--- config.mk ---
export PLATFORM = sky130hd
export DESIGN_NAME = aob_div_stage
export DESIGN_NICKNAME = d
export VERILOG_FILES = /design/src/design/aob_pkg.sv /design/src/design/aob_div_stage.sv
export SDC_FILE = /design/constraint.sdc
export NUM_CORES = 1
export LEC_CHECK = 0
export ABC_AREA = 0
export BUFFER_PORTS_ARGS = -buffer_cell sky130_fd_sc_hd__buf_2
export CAP_MARGIN = 10
export CORE_MARGIN = 5
export CORE_UTILIZATION = 51
export CTS_BUF_LIST = sky130_fd_sc_hd__clkbuf_4
export DETAILED_ROUTE_END_ITERATION = 8
export GPL_ROUTABILITY_DRIVEN = 0
export PLACE_DENSITY = 0.76
export REMOVE_ABC_BUFFERS = 1
export SLEW_MARGIN = 40
export SYNTH_ARGS = -nofsm -noshare
export SYNTH_HDL_FRONTEND = slang
export SYNTH_SLANG_ARGS = --single-unit
--- constraint.sdc ---
create_clock -name i_clk -period 8.1 [get_ports i_clk]
set_input_delay 1.215 -clock i_clk [delete_from_list [all_inputs] [get_ports i_clk]]
set_output_delay 1.215 -clock i_clk [all_outputs]
set_load 0.1 [all_outputs]
--- src/design/aob_pkg.sv ---
`timescale 1ns / 1ps
// ============================================================================
// aob_pkg
// Shared widths, constants, stage payload types and helpers for the alpha
// over blend pipeline.
// ============================================================================
package aob_pkg;

    localparam int unsigned CHAN_W        = 16;  // color channel, Q4.12
    localparam int unsigned ALPHA_W       = 13;  // alpha, Q1.12, 0..4096
    localparam int unsigned PROD_W        = 28;  // channel times alpha
    localparam int unsigned DIV_W         = 25;  // exact new alpha, 0..2^24
    localparam int unsigned REM_W         = 24;  // partial remainder, below divisor
    localparam int unsigned NUM_W         = 40;  // channel numerator
    localparam int unsigned LANES         = 3;   // red, green, blue
    localparam int unsigned DEF_DIV_BITS  = 2;   // quotient bits per divider stage

    localparam logic [ALPHA_W-1:0] ONE_Q12 = ALPHA_W'(4096);

    typedef logic [LANES-1:0][CHAN_W-1:0] t_chan_vec;

    // One lane of the long division: remainder and a shift word that holds
    // the unused numerator bits at the top and the quotient bits at the bottom.
    typedef struct packed {
        logic [REM_W-1:0]  rem;
        logic [CHAN_W-1:0] sh;
    } t_div_lane;

    typedef struct packed {
        t_div_lane [LANES-1:0] lane;
        logic [DIV_W-1:0]      divisor;
        logic [ALPHA_W-1:0]    alpha;
        logic                  zero;
    } t_div_bus;

    // Alpha codes above one saturate to one.
    function automatic logic [ALPHA_W-1:0] clamp_alpha(input logic [ALPHA_W-1:0] a);
        return (a > ONE_Q12) ? ONE_Q12 : a;
    endfunction

endpackage

--- src/design/aob_div_stage.sv ---
`timescale 1ns / 1ps
// ============================================================================
// aob_div_stage
// One register stage of the restoring divider: P_BITS quotient bits for
// each of the three color lanes against the shared divisor.
// ============================================================================
module aob_div_stage #(
    parameter int unsigned P_BITS = aob_pkg::DEF_DIV_BITS
) (
    input  logic               i_clk,
    input  logic               i_load,
    input  aob_pkg::t_div_bus  i_bus,
    output aob_pkg::t_div_bus  o_bus
);
    import aob_pkg::*;

    t_div_bus r_bus;
    t_div_bus n_bus;

    always_comb begin
        logic [REM_W-1:0]  cur_rem;
        logic [CHAN_W-1:0] cur_sh;
        logic [DIV_W-1:0]  trial;
        logic              q_bit;
        n_bus = i_bus;
        for (int l = 0; l < LANES; l++) begin
            cur_rem = i_bus.lane[l].rem;
            cur_sh  = i_bus.lane[l].sh;
            for (int s = 0; s < P_BITS; s++) begin
                trial = {cur_rem, cur_sh[CHAN_W-1]};
                q_bit = (trial >= i_bus.divisor);
                if (q_bit) begin
                    cur_rem = REM_W'(trial - i_bus.divisor);
                end else begin
                    cur_rem = trial[REM_W-1:0];
                end
                cur_sh = {cur_sh[CHAN_W-2:0], q_bit};
            end
            n_bus.lane[l].rem = cur_rem;
            n_bus.lane[l].sh  = cur_sh;
        end
    end

    always_ff @(posedge i_clk) begin
        if (i_load) begin
            r_bus <= n_bus;
        end
    end

    assign o_bus = r_bus;

endmodule

Word-level counts from Yosys, hierarchy flattened
Cells that the tools add are included.

word-level totals
  register bits = 159
  bits in latches = 0
  bits in writable memories = 0
  memory bits (read-only) = 0
  input bits = 161
  output and inout port bits = 159
  word-level logic and storage cells = 27
  memories kept = 0

cells by class
  add/subtract/negate cells = 6
  multipliers = 0
  divide/modulo/power cells = 0
  magnitude comparators = 6
  eq/ne operators = 0
  shift operators = 0
  mux-type cells = 6
  bitwise gates (word level) = 0
  reduce and logical (&&, ||, !) cells = 0

operators by type and width
  cell                  number
  >= comparator 25 bit  6
  two-way mux 24 bit    6
  subtractor 24 bit     6

Longest topological paths before layout
  word-level depth = 4
  depth in mapped cells = 24
  gate-level depth less buffers = 21

Worst setup path before layout
OpenSTA, ideal clock, no wires.

  kind = input -> register
  start = input port i_bus[15] (netlist name)
  end = register r_bus (netlist bit o_bus[148]), data pin
  arrival time = 6003 ps
  setup slack = 1837 ps
  stages on the path = 22
  cell sequence = inv_1 > ha_1 > nor2b_1 > o31a_1 > o31a_1 > o21ai_1 > nand2_1 > a21oi_2 > o211a_1 > buf_4 > buf_4 > mux2_2 > ha_1 > nand3_1 > or3_1 > o211ai_2 > a21oi_1 > o21ai_1 > o22ai_2 > inv_2 > buf_4 > mux2_2

RTL lines
  what                  RTL line             RTL
  start, declared       aob_div_stage.sv:12  input aob_pkg::t_div_bus i_bus,
  end signal, assigned  aob_div_stage.sv:46  r_bus <= n_bus;
  end, declared         aob_div_stage.sv:17  t_div_bus r_bus;

==> results.md <==
- After clock tree synthesis, the repair step resized 0 gates.
- Of the available clock period, the critical path in the final layout requires 0.8072.
- In the final routed layout, each cell accounts on average for 19.57 µm.
- The die area is 0.03014 mm².
- The mapped netlist covers 0.01365 mm².
- The compound-cell area share of the yosys netlist is 0.2026.
- Power spread over the standard cell area amounts to 258.8 mW/mm².
- The worst setup path is launched from an input pin.
- The number of vias per cell is 5.941.
- The global-route usage over all layers is 0.2551.
- The CTS tree is yes.
- The launching instance or port of the critical path is i_bus[15].
- The slowest stage of the critical path is the sky130_fd_sc_hd__a31oi_4 cell.
- Entering global routing, the biggest net connects 100 pins.
- Leaving out fill and tap cells, the most frequent cells in the layout are sky130_fd_sc_hd__buf_2, sky130_fd_sc_hd__edfxtp_1, sky130_fd_sc_hd__ha_1, sky130_fd_sc_hd__a21oi_1, sky130_fd_sc_hd__nor2_1.
- The total via count in the routed design is 12.11k.
- The HPWL after detailed placement is 31.49 mm.
- The DRC violations left is 0.
- The count of H-tree levels built during CTS is 4.
- The number of failing hold endpoints at the final stage is 0.
- In the synthesized netlist the dominant register cell turns out to be sky130_fd_sc_hd__edfxtp_1.
- In this run the clock root is driven by a sky130_fd_sc_hd__clkbuf_4.
- The flow ran to the end, and the final reports show no timing, DRC or antenna violations.
- Of the total power, the share spent switching nets is 0.5301.
- The slew at the pin closest to its max-slew limit is 0.7766 ns.
- For the final routed database, the setup TNS stands at 0 ns.
- Of the synthesized area, sequential elements account for 0.3498.
- The number of nets in the finished design is 2,002.
- The largest family of logic cells by synthesized area is compound AO/OA/AOI/OAI gates.
- The via count of the first global-routing pass is 11.88k.
- Measured against its own limit, the worst slew margin works out to 0.4823.
- The leakage power is 0.007066 µW.
- The routed design has 39.90 mm of wire.
- The hold path depth is 1.
- For this run the aggregate overflow at the end of global routing stands at 0.
- The max-slew violation count is 0.
- The core area is 0.02621 mm².
- The largest buffer count on any clock path is 2.
- The post-synthesis instance total is 1,367.
- Of all nets on the critical path, the largest fanout is 23.
- Of the total synthesized cell area, the portion taken by full adders, half adders and majority gates is 0.1463.
- The number of CTS-inserted buffers is 17.
- The horizontal die dimension is 173.6 µm.
- STA puts the critical path data required time at 8.48 ns.
- The count of yosys warnings during synthesis is 0.
- The proportion of synthesized flip-flops having asynchronous set or reset is 0.
- The first detailed-routing pass ran for 5 iterations.
- The utilization after layout is 0.6081.
- The signed area change from the synthesized netlist to the final layout is 16.75%.
- The antenna violation net count after detailed routing is 0.
- The max-capacitance violation count is 0.
- Of the total synthesized cell area, the portion taken by XOR and XNOR cells is 0.07186.
- Counting flops and latches in the post-synthesis netlist gives 159.
- The setup path with the least slack is of type input pin to flop.
- The detailed router finished its first iteration with 1,044 violations.
- The count of clock tree sinks is 159.
- For this run, the slowest stage of the critical path takes 0.52 ns.
- The clock power share is 0.127.
- The die is 173.6 µm tall.
- The register with the most flip-flops in the layout has 159 of them.
- The simple-gate share of the synthesized area is 0.1134.
- The worst hold path begins at i_bus[91].
- The initial utilization of the core area, before any placement, comes to 0.5209.
- The power spent charging and discharging nets is 2186 µW.
- The average size of a mapped cell is 9.986 µm².
- The maximum VDD drop is 208.0 µV.
- The number of buffers inserted by post-CTS setup repair is 0.
- In this run, synthesis inferred 159 flip-flops with an integrated enable.
- The register share of total power is 0.273.
- The type of the most critical hold path is input pin to flop.
- The share of total power dissipated in combinational logic is 0.600.
- After clock tree synthesis, the clock-pin slew on the worst setup and hold paths is 0.18 ns.
- Setup violations remaining at the end of the flow were counted as 0.
- The row count is 59.
- The post-cts hold buffer count is 0.
- Setup repair after global routing left no endpoint under its margin.
- The total of buffers placed on input and output ports is 319.
- The cell internal power dissipation is 1938 µW.
- Based on the critical path, the design can be clocked at up to 152.9 MHz.
- STA puts the critical path data arrival time at 6.92 ns.
- Walking the worst path, the cells encountered are buf_2 > inv_1 > ha_1 > nor2b_1 > o31ai_1 > a211oi_2 > nor4b_2 > o211ai_2 > a31oi_4 > o21ai_0 > ha_1 > nor2b_1 > o31ai_1 > a211oi_1 > or3_1 > a21oi_2 > or3_1 > nand3_1 > buf_12 > mux2_2.
- The number of distinct standard cells referenced by the synthesized netlist is 79.
- The mux contribution to synthesized area is 0.08533.
- The fraction of final layout cells sized beyond drive strength 1 is 0.2921.
- The most common library cell in the layout ignoring fill and taps is sky130_fd_sc_hd__buf_2.
- The number of antenna violations at the first check in global routing was 7.
- In this run the count of I/O pins placed on the die edge is 320.
- The first global-routing pass estimated 62.59 mm of wire.
- STA classifies the critical path endpoint as a flop.
- The post-route minimum period is 6.538 ns.
## final timing paths
path | endpoint
worst max-delay path | o_bus[102]
worst min-delay path | o_bus[93]
## through the flow
stage          setup WS (ns)  hold slack (ns)  power [µW]  instance area, µm²  std cells
2_1_floorplan          1.124            1.314        3132               13470       1334
3_3_place_gp           1.148            1.391        3565               15590       2000
3_5_place_dp          0.9924            1.393        3593               15600       2000
4_1_cts                1.644           0.7186        4131               15890       2032
5_1_grt                1.225           0.7027        4334               15940       2039
6_report               1.562           0.7504        4125               15940       2039
## cells in the mapped netlist, drive strengths merged, types with 14 or more instances
cell type  number  area [µm²]
xor2           41       359.1
a211oi         18       145.1
nand4          23       143.9
o21ai          94       474.2
o21bai         17       127.6
ha            150        1877
inv            63       236.5
a21o           62       465.5
xnor2          71       621.9
buf            19       128.9
o21a           23       172.7
edfxtp        159        4775
a21oi         128       659.4
nor2          101       379.1
clkbuf         14       55.05
mux2          101        1145
nand3          25       125.1
nor2b          18       112.6
nand2          78       292.8
## cells by family after synthesis
| logic type | after synthesis |
|---|---|
| simple gates | 319 |
| mux | 103 |
| compound gates | 422 |
| fa+ha+maj | 156 |
| xor+xnor | 112 |
| flops | 159 |
| buf+inv | 96 |
## final cells by class
type	instances	area (µm²)
fillers	2280	10270
multi-input cells	1112	8457
flip-flops and latches	159	4775
repair buffers	332	1737
well taps	335	419.2
inverters	63	236.5
clock inverters	15	170.2
clock buffers	17	127.6
diodes	6	15.01
## power by group through the flow
stage	logic, µW	clock network, µW	registers (µW)
2_1_floorplan	1030	0	2110
4_1_cts	2460	544	1130
5_1_grt	2620	574	1140
6_report	2470	526	1130
3_5_place_dp	2450	0	1150
3_3_place_gp	2420	0	1150
## layer usage
metal,share of wire,global-route usage,vias to the layer above
li1,-,-,5825
met1,0.43,0.3331,5623
met2,0.45,0.4164,553
met3,0.075,0.05060,111
met4,0.040,0.1059,2
met5,0.00028,0,-
## worst max-delay path: cells and delay by family
| kind | cells | cell delay, ns |
|---|---|---|
| AO/OA/AOI/OAI | 8 | 2.45 |
| buffers and inverters | 3 | 0.67 |
| adder cells (fa/ha/maj) | 2 | 0.68 |
| multiplexers | 1 | 0.28 |
| AND/OR/NAND/NOR | 6 | 1.59 |
Note: power is estimated with default switching activity, not from simulation.
